<file path="config.mk">
export PLATFORM = sky130hd
export DESIGN_NAME = header_sync_frame_deframer
export DESIGN_NICKNAME = d
export VERILOG_FILES = /design/src/rtl/hsfd_pkg.sv /design/src/rtl/header_sync_frame_deframer.sv /design/src/rtl/hsfd_ram.sv /design/src/rtl/hsfd_hunt.sv /design/src/rtl/hsfd_drain.sv
export SDC_FILE = /design/constraint.sdc
export NUM_CORES = 1
export LEC_CHECK = 0
export ABC_AREA = 1
export BUFFER_PORTS_ARGS = -buffer_cell sky130_fd_sc_hd__buf_2
export CAP_MARGIN = 20
export CELL_PAD_IN_SITES_DETAIL_PLACEMENT = 1
export CELL_PAD_IN_SITES_GLOBAL_PLACEMENT = 1
export CORE_AREA = 5 5 148 150
export DETAILED_ROUTE_END_ITERATION = 8
export DIE_AREA = 0 0 153 155
export PLACE_DENSITY_LB_ADDON = 0.12
export RECOVER_POWER = 50
export SETUP_SLACK_MARGIN = 0.02
export SYNTH_ARGS = -nofsm -noshare
export SYNTH_HDL_FRONTEND = slang
export SYNTH_SLANG_ARGS = --single-unit
</file>
<file path="constraint.sdc">
create_clock -name clk_i -period 3.1 [get_ports clk_i]
set_input_delay 0.155 -clock clk_i [delete_from_list [all_inputs] [get_ports clk_i]]
set_output_delay 0.155 -clock clk_i [all_outputs]
set_load 0.05 [all_outputs]
</file>
<file path="src/rtl/hsfd_pkg.sv">
// Shared types and constants for the header-synchronised frame deframer.
// Depends on nothing; every other file of the block refers to it by scoped names.
`timescale 1ns / 1ps
`default_nettype none

package hsfd_pkg;

  localparam int unsigned BYTE_W      = 8;
  localparam int unsigned POS_W       = 16;
  localparam int unsigned JOINT_IDX_W = 4;
  localparam int unsigned HDR_LEN     = 4;
  localparam int unsigned HDR_CNT_W   = 2;

  // Frame header "_CMD", first byte at index zero.
  localparam logic [BYTE_W-1:0] HDR_BYTES [HDR_LEN] = '{8'h5F, 8'h43, 8'h4D, 8'h44};

  // Events from the header matcher to the rest of the block.
  typedef struct packed {
    logic wr_en;       // a payload byte is written this cycle
    logic frame_done;  // the final payload byte of a frame was taken
  } hunt_ev_t;

endpackage

`default_nettype wire

</file>
<file path="src/rtl/header_sync_frame_deframer.sv">
// Top level of the header-synchronised frame deframer: byte input, joint position output.
// Depends on hsfd_pkg, hsfd_hunt, hsfd_ram and hsfd_drain.
//
//  Channel  Direction  Handshake               Payload
//  ------   ---------  ----------------------  ------------------------------------------
//  in       input      in_valid_i / in_ready_o rx_byte_i
//  out      output     out_valid_o/out_ready_i joint_index_o, joint_position_o,
//                                              last_of_frame_o
//
// While hunting or receiving payload, one byte is taken every cycle.
// The byte that completes a frame starts a drain that steps through D_LO, D_HI and D_PUT for
// each joint, with two reads of the payload memory per joint; in_ready_o is low
// during the drain. A stalled output holds the drain in place until the item is taken.
// Reset returns the block to hunting; the payload memory needs no clearing pass.
`timescale 1ns / 1ps
`default_nettype none

module header_sync_frame_deframer #(
  parameter int unsigned PAYLOAD_BYTES = 22,
  parameter int unsigned NUM_JOINTS    = 9
) (
  input  wire logic                               clk_i,
  input  wire logic                               rst_ni,
  input  wire logic                               in_valid_i,
  output logic                                    in_ready_o,
  input  wire logic [hsfd_pkg::BYTE_W-1:0]        rx_byte_i,
  output logic                                    out_valid_o,
  input  wire logic                               out_ready_i,
  output logic      [hsfd_pkg::JOINT_IDX_W-1:0]   joint_index_o,
  output logic signed [hsfd_pkg::POS_W-1:0]       joint_position_o,
  output logic                                    last_of_frame_o
);

  localparam int unsigned AW = $clog2(PAYLOAD_BYTES);

  hsfd_pkg::hunt_ev_t          ev;
  logic [AW-1:0]               wr_addr;
  logic                        rd_en;
  logic [AW-1:0]               rd_addr;
  logic [hsfd_pkg::BYTE_W-1:0] rd_data;
  logic                        busy;
  logic                        accept;

  assign in_ready_o = !busy;
  assign accept     = in_valid_i && in_ready_o;

  hsfd_hunt #(
    .PAYLOAD_BYTES (PAYLOAD_BYTES),
    .AW            (AW)
  ) u_hunt (
    .clk_i     (clk_i),
    .rst_ni    (rst_ni),
    .accept_i  (accept),
    .rx_byte_i (rx_byte_i),
    .ev_o      (ev),
    .wr_addr_o (wr_addr)
  );

  hsfd_ram #(
    .DEPTH (PAYLOAD_BYTES),
    .AW    (AW)
  ) u_ram (
    .clk_i     (clk_i),
    .wr_en_i   (ev.wr_en),
    .wr_addr_i (wr_addr),
    .wr_data_i (rx_byte_i),
    .rd_en_i   (rd_en),
    .rd_addr_i (rd_addr),
    .rd_data_o (rd_data)
  );

  hsfd_drain #(
    .PAYLOAD_BYTES (PAYLOAD_BYTES),
    .NUM_JOINTS    (NUM_JOINTS),
    .AW            (AW)
  ) u_drain (
    .clk_i            (clk_i),
    .rst_ni           (rst_ni),
    .start_i          (ev.frame_done),
    .busy_o           (busy),
    .rd_en_o          (rd_en),
    .rd_addr_o        (rd_addr),
    .rd_data_i        (rd_data),
    .out_valid_o      (out_valid_o),
    .out_ready_i      (out_ready_i),
    .joint_index_o    (joint_index_o),
    .joint_position_o (joint_position_o),
    .last_of_frame_o  (last_of_frame_o)
  );

  // Payload writes and drain reads never overlap, so no forwarding is needed.
  a_no_write_in_drain: assert property (@(posedge clk_i) disable iff (!rst_ni)
    busy |-> !ev.wr_en)
    else $error("payload written while a frame drains");

  a_done_blocks_input: assert property (@(posedge clk_i) disable iff (!rst_ni)
    ev.frame_done |=> !in_ready_o)
    else $error("input not held off after frame end");

  a_read_only_in_drain: assert property (@(posedge clk_i) disable iff (!rst_ni)
    rd_en |-> busy)
    else $error("payload read outside a drain");

endmodule

`default_nettype wire

</file>
<file path="src/rtl/hsfd_ram.sv">
// Payload byte store: one write port, one read port with registered read data.
// Depends on hsfd_pkg for the byte width.
`timescale 1ns / 1ps
`default_nettype none

module hsfd_ram #(
  parameter int unsigned DEPTH = 22,
  parameter int unsigned AW    = 5
) (
  input  wire logic                           clk_i,
  input  wire logic                           wr_en_i,
  input  wire logic [AW-1:0]                  wr_addr_i,
  input  wire logic [hsfd_pkg::BYTE_W-1:0]    wr_data_i,
  input  wire logic                           rd_en_i,
  input  wire logic [AW-1:0]                  rd_addr_i,
  output logic      [hsfd_pkg::BYTE_W-1:0]    rd_data_o
);

  logic [hsfd_pkg::BYTE_W-1:0] mem [DEPTH];
  logic [hsfd_pkg::BYTE_W-1:0] rd_data_q;

  always_ff @(posedge clk_i) begin
    if (wr_en_i) begin
      mem[wr_addr_i] <= wr_data_i;
    end
  end

  // Read data holds while no read is issued.
  always_ff @(posedge clk_i) begin
    if (rd_en_i) begin
      rd_data_q <= mem[rd_addr_i];
    end
  end

  assign rd_data_o = rd_data_q;

endmodule

`default_nettype wire

</file>
<file path="src/rtl/hsfd_hunt.sv">
// Header matcher and payload counter: hunts for "_CMD", then writes the payload bytes.
// Depends on hsfd_pkg for the header bytes and the event struct.
`timescale 1ns / 1ps
`default_nettype none

module hsfd_hunt #(
  parameter int unsigned PAYLOAD_BYTES = 22,
  parameter int unsigned AW            = 5
) (
  input  wire logic                        clk_i,
  input  wire logic                        rst_ni,
  input  wire logic                        accept_i,
  input  wire logic [hsfd_pkg::BYTE_W-1:0] rx_byte_i,
  output hsfd_pkg::hunt_ev_t               ev_o,
  output logic      [AW-1:0]               wr_addr_o
);

  logic                           in_sync_q, in_sync_d;
  logic [hsfd_pkg::HDR_CNT_W-1:0] hdr_cnt_q, hdr_cnt_d;
  logic [AW-1:0]                  pay_cnt_q, pay_cnt_d;
  logic                           pay_last;

  assign pay_last = (pay_cnt_q == AW'(PAYLOAD_BYTES - 1));

  always_comb begin
    in_sync_d = in_sync_q;
    hdr_cnt_d = hdr_cnt_q;
    pay_cnt_d = pay_cnt_q;
    ev_o      = '0;
    if (accept_i) begin
      if (in_sync_q) begin
        ev_o.wr_en = 1'b1;
        if (pay_last) begin
          in_sync_d       = 1'b0;
          pay_cnt_d       = '0;
          ev_o.frame_done = 1'b1;
        end else begin
          pay_cnt_d = pay_cnt_q + AW'(1);
        end
      end else if (rx_byte_i == hsfd_pkg::HDR_BYTES[hdr_cnt_q]) begin
        if (hdr_cnt_q == hsfd_pkg::HDR_CNT_W'(hsfd_pkg::HDR_LEN - 1)) begin
          in_sync_d = 1'b1;
          hdr_cnt_d = '0;
          pay_cnt_d = '0;
        end else begin
          hdr_cnt_d = hdr_cnt_q + hsfd_pkg::HDR_CNT_W'(1);
        end
      end else if (rx_byte_i == hsfd_pkg::HDR_BYTES[0]) begin
        // A stray header start byte begins a fresh match.
        hdr_cnt_d = hsfd_pkg::HDR_CNT_W'(1);
      end else begin
        hdr_cnt_d = '0;
      end
    end
  end

  always_ff @(posedge clk_i or negedge rst_ni) begin
    if (!rst_ni) begin
      in_sync_q <= 1'b0;
      hdr_cnt_q <= '0;
      pay_cnt_q <= '0;
    end else begin
      in_sync_q <= in_sync_d;
      hdr_cnt_q <= hdr_cnt_d;
      pay_cnt_q <= pay_cnt_d;
    end
  end

  assign wr_addr_o = pay_cnt_q;

  // The header count is only meaningful while hunting.
  a_sync_hdr_clear: assert property (@(posedge clk_i) disable iff (!rst_ni)
    in_sync_q |-> hdr_cnt_q == '0)
    else $error("header count not cleared while receiving payload");

  a_done_ends_sync: assert property (@(posedge clk_i) disable iff (!rst_ni)
    ev_o.frame_done |=> !in_sync_q && pay_cnt_q == '0)
    else $error("frame end did not return to hunting");

  a_wr_only_in_sync: assert property (@(posedge clk_i) disable iff (!rst_ni)
    ev_o.wr_en |-> in_sync_q)
    else $error("payload write while hunting");

endmodule

`default_nettype wire

</file>
<file path="src/rtl/hsfd_drain.sv">
// Frame drain: reads the stored payload two bytes per joint and presents joint positions.
// Depends on hsfd_pkg for field widths.
`timescale 1ns / 1ps
`default_nettype none

module hsfd_drain #(
  parameter int unsigned PAYLOAD_BYTES = 22,
  parameter int unsigned NUM_JOINTS    = 9,
  parameter int unsigned AW            = 5
) (
  input  wire logic                               clk_i,
  input  wire logic                               rst_ni,
  input  wire logic                               start_i,
  output logic                                    busy_o,
  output logic                                    rd_en_o,
  output logic      [AW-1:0]                      rd_addr_o,
  input  wire logic [hsfd_pkg::BYTE_W-1:0]        rd_data_i,
  output logic                                    out_valid_o,
  input  wire logic                               out_ready_i,
  output logic      [hsfd_pkg::JOINT_IDX_W-1:0]   joint_index_o,
  output logic signed [hsfd_pkg::POS_W-1:0]       joint_position_o,
  output logic                                    last_of_frame_o
);

  localparam int unsigned JW = (NUM_JOINTS > 1) ? $clog2(NUM_JOINTS) : 1;
  localparam int unsigned XW = $clog2(2 * NUM_JOINTS + PAYLOAD_BYTES + 1);

  typedef enum logic [1:0] {
    D_IDLE,
    D_LO,
    D_HI,
    D_PUT
  } drain_state_e;

  drain_state_e                       state_q;
  logic [JW-1:0]                      jnt_q;
  logic                               zero_q;
  logic [hsfd_pkg::BYTE_W-1:0]        lo_q;
  logic                               out_valid_q;
  logic [hsfd_pkg::JOINT_IDX_W-1:0]   idx_q;
  logic signed [hsfd_pkg::POS_W-1:0]  pos_q;
  logic                               last_q;

  logic [XW-1:0]               byte_idx;
  logic                        in_range;
  logic                        jnt_last;
  logic                        put;
  logic [hsfd_pkg::BYTE_W-1:0] hi_byte;

  // Joint k uses bytes 2k and 2k+1; bytes past the store read as zero.
  assign byte_idx  = {(XW - 1)'(jnt_q), (state_q == D_HI)};
  assign in_range  = (byte_idx < XW'(PAYLOAD_BYTES));
  assign rd_en_o   = ((state_q == D_LO) || (state_q == D_HI)) && in_range;
  assign rd_addr_o = byte_idx[AW-1:0];
  assign jnt_last  = (jnt_q == JW'(NUM_JOINTS - 1));
  assign put       = (state_q == D_PUT) && (!out_valid_q || out_ready_i);
  assign hi_byte   = zero_q ? '0 : rd_data_i;

  always_ff @(posedge clk_i or negedge rst_ni) begin
    if (!rst_ni) begin
      state_q     <= D_IDLE;
      jnt_q       <= '0;
      zero_q      <= 1'b0;
      lo_q        <= '0;
      out_valid_q <= 1'b0;
      idx_q       <= '0;
      pos_q       <= '0;
      last_q      <= 1'b0;
    end else begin
      if (out_ready_i && !put) begin
        out_valid_q <= 1'b0;
      end
      case (state_q)
        D_IDLE: begin
          if (start_i) begin
            jnt_q   <= '0;
            state_q <= D_LO;
          end
        end
        D_LO: begin
          zero_q  <= !in_range;
          state_q <= D_HI;
        end
        D_HI: begin
          lo_q    <= zero_q ? '0 : rd_data_i;
          zero_q  <= !in_range;
          state_q <= D_PUT;
        end
        D_PUT: begin
          if (put) begin
            out_valid_q <= 1'b1;
            idx_q       <= hsfd_pkg::JOINT_IDX_W'(jnt_q);
            pos_q       <= {hi_byte, lo_q};
            last_q      <= jnt_last;
            if (jnt_last) begin
              state_q <= D_IDLE;
            end else begin
              jnt_q   <= jnt_q + JW'(1);
              state_q <= D_LO;
            end
          end
        end
        default: begin
          state_q <= D_IDLE;
        end
      endcase
    end
  end

  assign busy_o           = (state_q != D_IDLE);
  assign out_valid_o      = out_valid_q;
  assign joint_index_o    = idx_q;
  assign joint_position_o = pos_q;
  assign last_of_frame_o  = last_q;

  a_last_is_final_joint: assert property (@(posedge clk_i) disable iff (!rst_ni)
    out_valid_q |-> last_q == (idx_q == hsfd_pkg::JOINT_IDX_W'(NUM_JOINTS - 1)))
    else $error("last flag disagrees with joint index");

  a_start_only_idle: assert property (@(posedge clk_i) disable iff (!rst_ni)
    start_i |-> state_q == D_IDLE)
    else $error("frame completed while previous frame still draining");

  a_start_busy: assert property (@(posedge clk_i) disable iff (!rst_ni)
    start_i |=> busy_o)
    else $error("drain did not start after frame end");

endmodule

`default_nettype wire

</file>
==> metrics.md <==
| Metric | Value |
|---|---|
| Outcome | `finished, violations left` |
| Failing checks | `max-capacitance violations, max-slew violations` |
| Final hold violation count | `0` |
| Largest net degree at the start of global routing | `73` |
| Clk buf depth | `3` |
| TritonCTS buffer count | `25` |
| Max H-tree Level | `1` |
| Initial antenna violation count | `0` |
| Core Footprint | `0.0206 mm²` |
| Drt wl/cell | `21.3 µm` |
| Fraction of layout cells with a size suffix above 1 | `7.20%` |
| RR Endpoint | `u_ram.mem[8][1]` |
| Yosys reg bits | `roughly 230` |
| Startpoint Class | `flip-flop` |
| Iter 0 DRT Violations | `~440` |
| Gr ovfl total | `0` |
| Endpoints failing setup | `0` |
| Fmax | `0.399 GHz` |
| Num ports | `35` |
| Mapped Avg Cell Area | `10.7 µm²` |
| Final #Nets | `966` |
| Syn Inst Count | `just over 900` |
| Pleak | `4.28 nW` |
| Fill count | `~2300` |
| Cts repair resizes | `0` |
| Fin Setup TNS | `0 ps` |
| Kind of critical path | `reg2reg` |
| ANT nets after route | `0` |
| Area leader, netlist | `edfxtp_1` |
| First-pass GRT wire length | `between 40000 and 50000 µm` |
| Post-route insts no fill | `1234` |
| Die ar. | `0.0237 mm²` |
| Vias per cell | `around 5.4` |
| Slew of the pin with the lowest slew margin | `1900 ps` |
| 1st-pass router iterations | `4` |
| Final Slew Violations | `166` |
| Register Area | `0.00665 mm²` |
| Leading cell types in the layout, fill and taps excluded | `nand2_1, edfxtp_1, nand3_1` |
| RSZ-0062 raised after global routing | `false` |
| Critical Path Source | `u_drain.state_q[0]` |
| Clock Sinks | `229` |
| Inst Count DP | `1185` |
| Worst slack at placement | `620 ps` |
| CTS tree | `built` |
| Final period utilization | `80.9%` |
| Row Count | `53` |
| Critical Path RT | `3240 ps` |
| Reg2Reg Launch Point | `u_drain.state_q[0]` |
| Count of cell types in the netlist | `32` |
| Worst skew pair latency | `520 ps` |
| Routed via count | `6613` |
| Final core occ | `52.9%` |
| Min-delay src | `in_valid_i` |
| RePlAce Congestion | `0.811` |
| Max Cap Viol | `6` |
| Vias in the first global route | `7038` |
| Drt total wl | `26300 µm` |
| CP Max Fanout | `8` |
| GRT Util Overall | `22.2%` |
| Sequential element share of the synthesized area | `68.2%` |
| Post-Syn Area | `0.00976 mm²` |
| Setup Skew | `roughly 14 ps` |
| Die Width | `153 µm` |
| CTS clk-pin slew, worst paths | `60 ps` |
| I/O Buffers | `34` |
| # hold bufs at CTS | `2` |
| Worst setup path end | `u_ram.mem[8][1]` |
| Post-Syn Nets | `roughly 940` |
| Fin crit period | `2510 ps` |
| Initial core utilization | `47.5%` |
| Async S/R FF share, synth | `19.7%` |
| Slew margin rel. | `-27.0%` |
| # DRC | `0` |
| Multi-input logic area | `0.00266 mm²` |
| Synth warn | `0` |
| HPWL Detailed | `17700 µm` |
| Yosys top cell area share | `56.6%` |
| Die span in y | `155 µm` |
| WP data arrival | `2650 ps` |
| PD cells | `932 mW/mm²` |
| CP endpoint kind | `flip-flop` |
| R2r setup slk | `a little under 600 ps` |
| Area growth syn-to-layout | `11.5%` |
| Tightest Hold Check Type | `in2reg` |
| Post-synth EDFFs | `about 180` |
| Largest cells by area after synthesis | `edfxtp_1, nand2_1, dfrtp_1, nand3_1, nor2_1` |
| Post-CTS Setup Bufs | `0` |
| Commonest non-fill, non-tap cell in the layout | `nand2_1` |
| Peak VDD IR | `426 µV` |
| R2R depth | `8` |
| Fin worst setup slack | `592 ps` |
| Top_reg_cell synth | `edfxtp_1` |
| CTS root buf | `clkbuf_16` |
-- logic make-up (layout without fill, tap and decap cells) --
logic type / Yosys count / count (layout) / synth area share [%]
compound gates: 66 / 66 / 3.42
xor+xnor: 4 / 4 / 0.359
fa+ha+maj: 14 / 14 / 1.80
buf+inv: 90 / 139 / 4.69
flops: 229 / 229 / 68.2
other cells: 0 / 1 / 0
simple gates: 506 / 506 / 21.6
-- power by group --
| group | total (mW) | internal [mW] | switching, mW |
|---|---|---|---|
| Combinational | 3.30 | 0.810 | 2.49 |
| Sequential | 3.95 | 3.73 | 0.226 |
| Clock | 2.88 | 1.72 | 1.16 |
-- registers in the layout (all words and copies together) (netlist names) --
name / count
u_drain.jnt_q: 4
u_drain.joint_index_o: 4
u_drain.joint_position_o: 16
u_drain.last_of_frame_o: 1
u_drain.lo_q: 8
u_drain.out_valid_o: 1
u_drain.state_q: 2
u_drain.zero_q: 1
u_hunt.hdr_cnt_q: 2
u_hunt.in_sync_q: 1
u_hunt.wr_addr_o: 5
u_ram.mem: 176
u_ram.rd_data_o: 8
-- layout make-up --
| type | instances | share of cell area, % |
|---|---|---|
| flip-flops and latches | 229 | 61.2 |
| multi-input cells | 590 | 24.5 |
| clock buffers | 30 | 5.93 |
| well taps | 275 | 3.16 |
| repair buffers | 46 | 2.23 |
| inverters | 48 | 1.68 |
| clock inverters | 15 | 1.36 |
| diodes | 1 | 0.0230 |
-- per-layer routing --
layer	track usage, %	share of wire (%)	wire [µm]	vias up
li1	-	-	-	3111
met1	29.5	43	11200	3312
met2	38.3	50	13100	145
met3	2.95	4.1	1070	45
met4	7.13	3.2	835	0
met5	0	0	0	-
-- critical path, stage by stage (launching register included) --
cell,delay [ps]
dfrtp_1,400
inv_1,190
ha_1,280
nand2_2,110
inv_2,70
nand2_4,90
inv_1,120
nand2_1,220
nor2_1,620
-- cells in the mapped netlist (7+ instances only) --
| cell type | n |
|---|---|
| dfrtp_1 | 45 |
| buf_4 | 8 |
| buf_6 | 7 |
| inv_1 | 40 |
| nand3_1 | 112 |
| edfxtp_1 | 184 |
| nand2_1 | 321 |
| buf_2 | 19 |
| nor2_1 | 57 |
| a21oi_1 | 17 |
| o21ai_1 | 15 |
| ha_1 | 14 |
| o21ai_0 | 32 |
-- worst min path at each step --
stage	depth (start not counted)	slack [ps]	endpoint
3_5_place_dp	1	400	u_drain.joint_position_o[5]
6_report	4	20	u_hunt.hdr_cnt_q[0]
3_3_place_gp	1	370	u_drain.joint_position_o[7]
5_1_grt	4	30	u_hunt.hdr_cnt_q[0]
2_1_floorplan	0	-140	u_drain.jnt_q[0]
4_1_cts	4	10	u_hunt.hdr_cnt_q[0]
-- stage by stage --
stage	total power, mW	hold slack (ps)	cell area (µm²)
floorplan	6.36	-141	9760
global placement	7.23	374	10100
detailed placement	7.36	399	10100
CTS	10.3	14.9	10900
global route	10.7	29.8	10900
finish	10.1	24.1	10900
(Power assumes the default switching activity.)
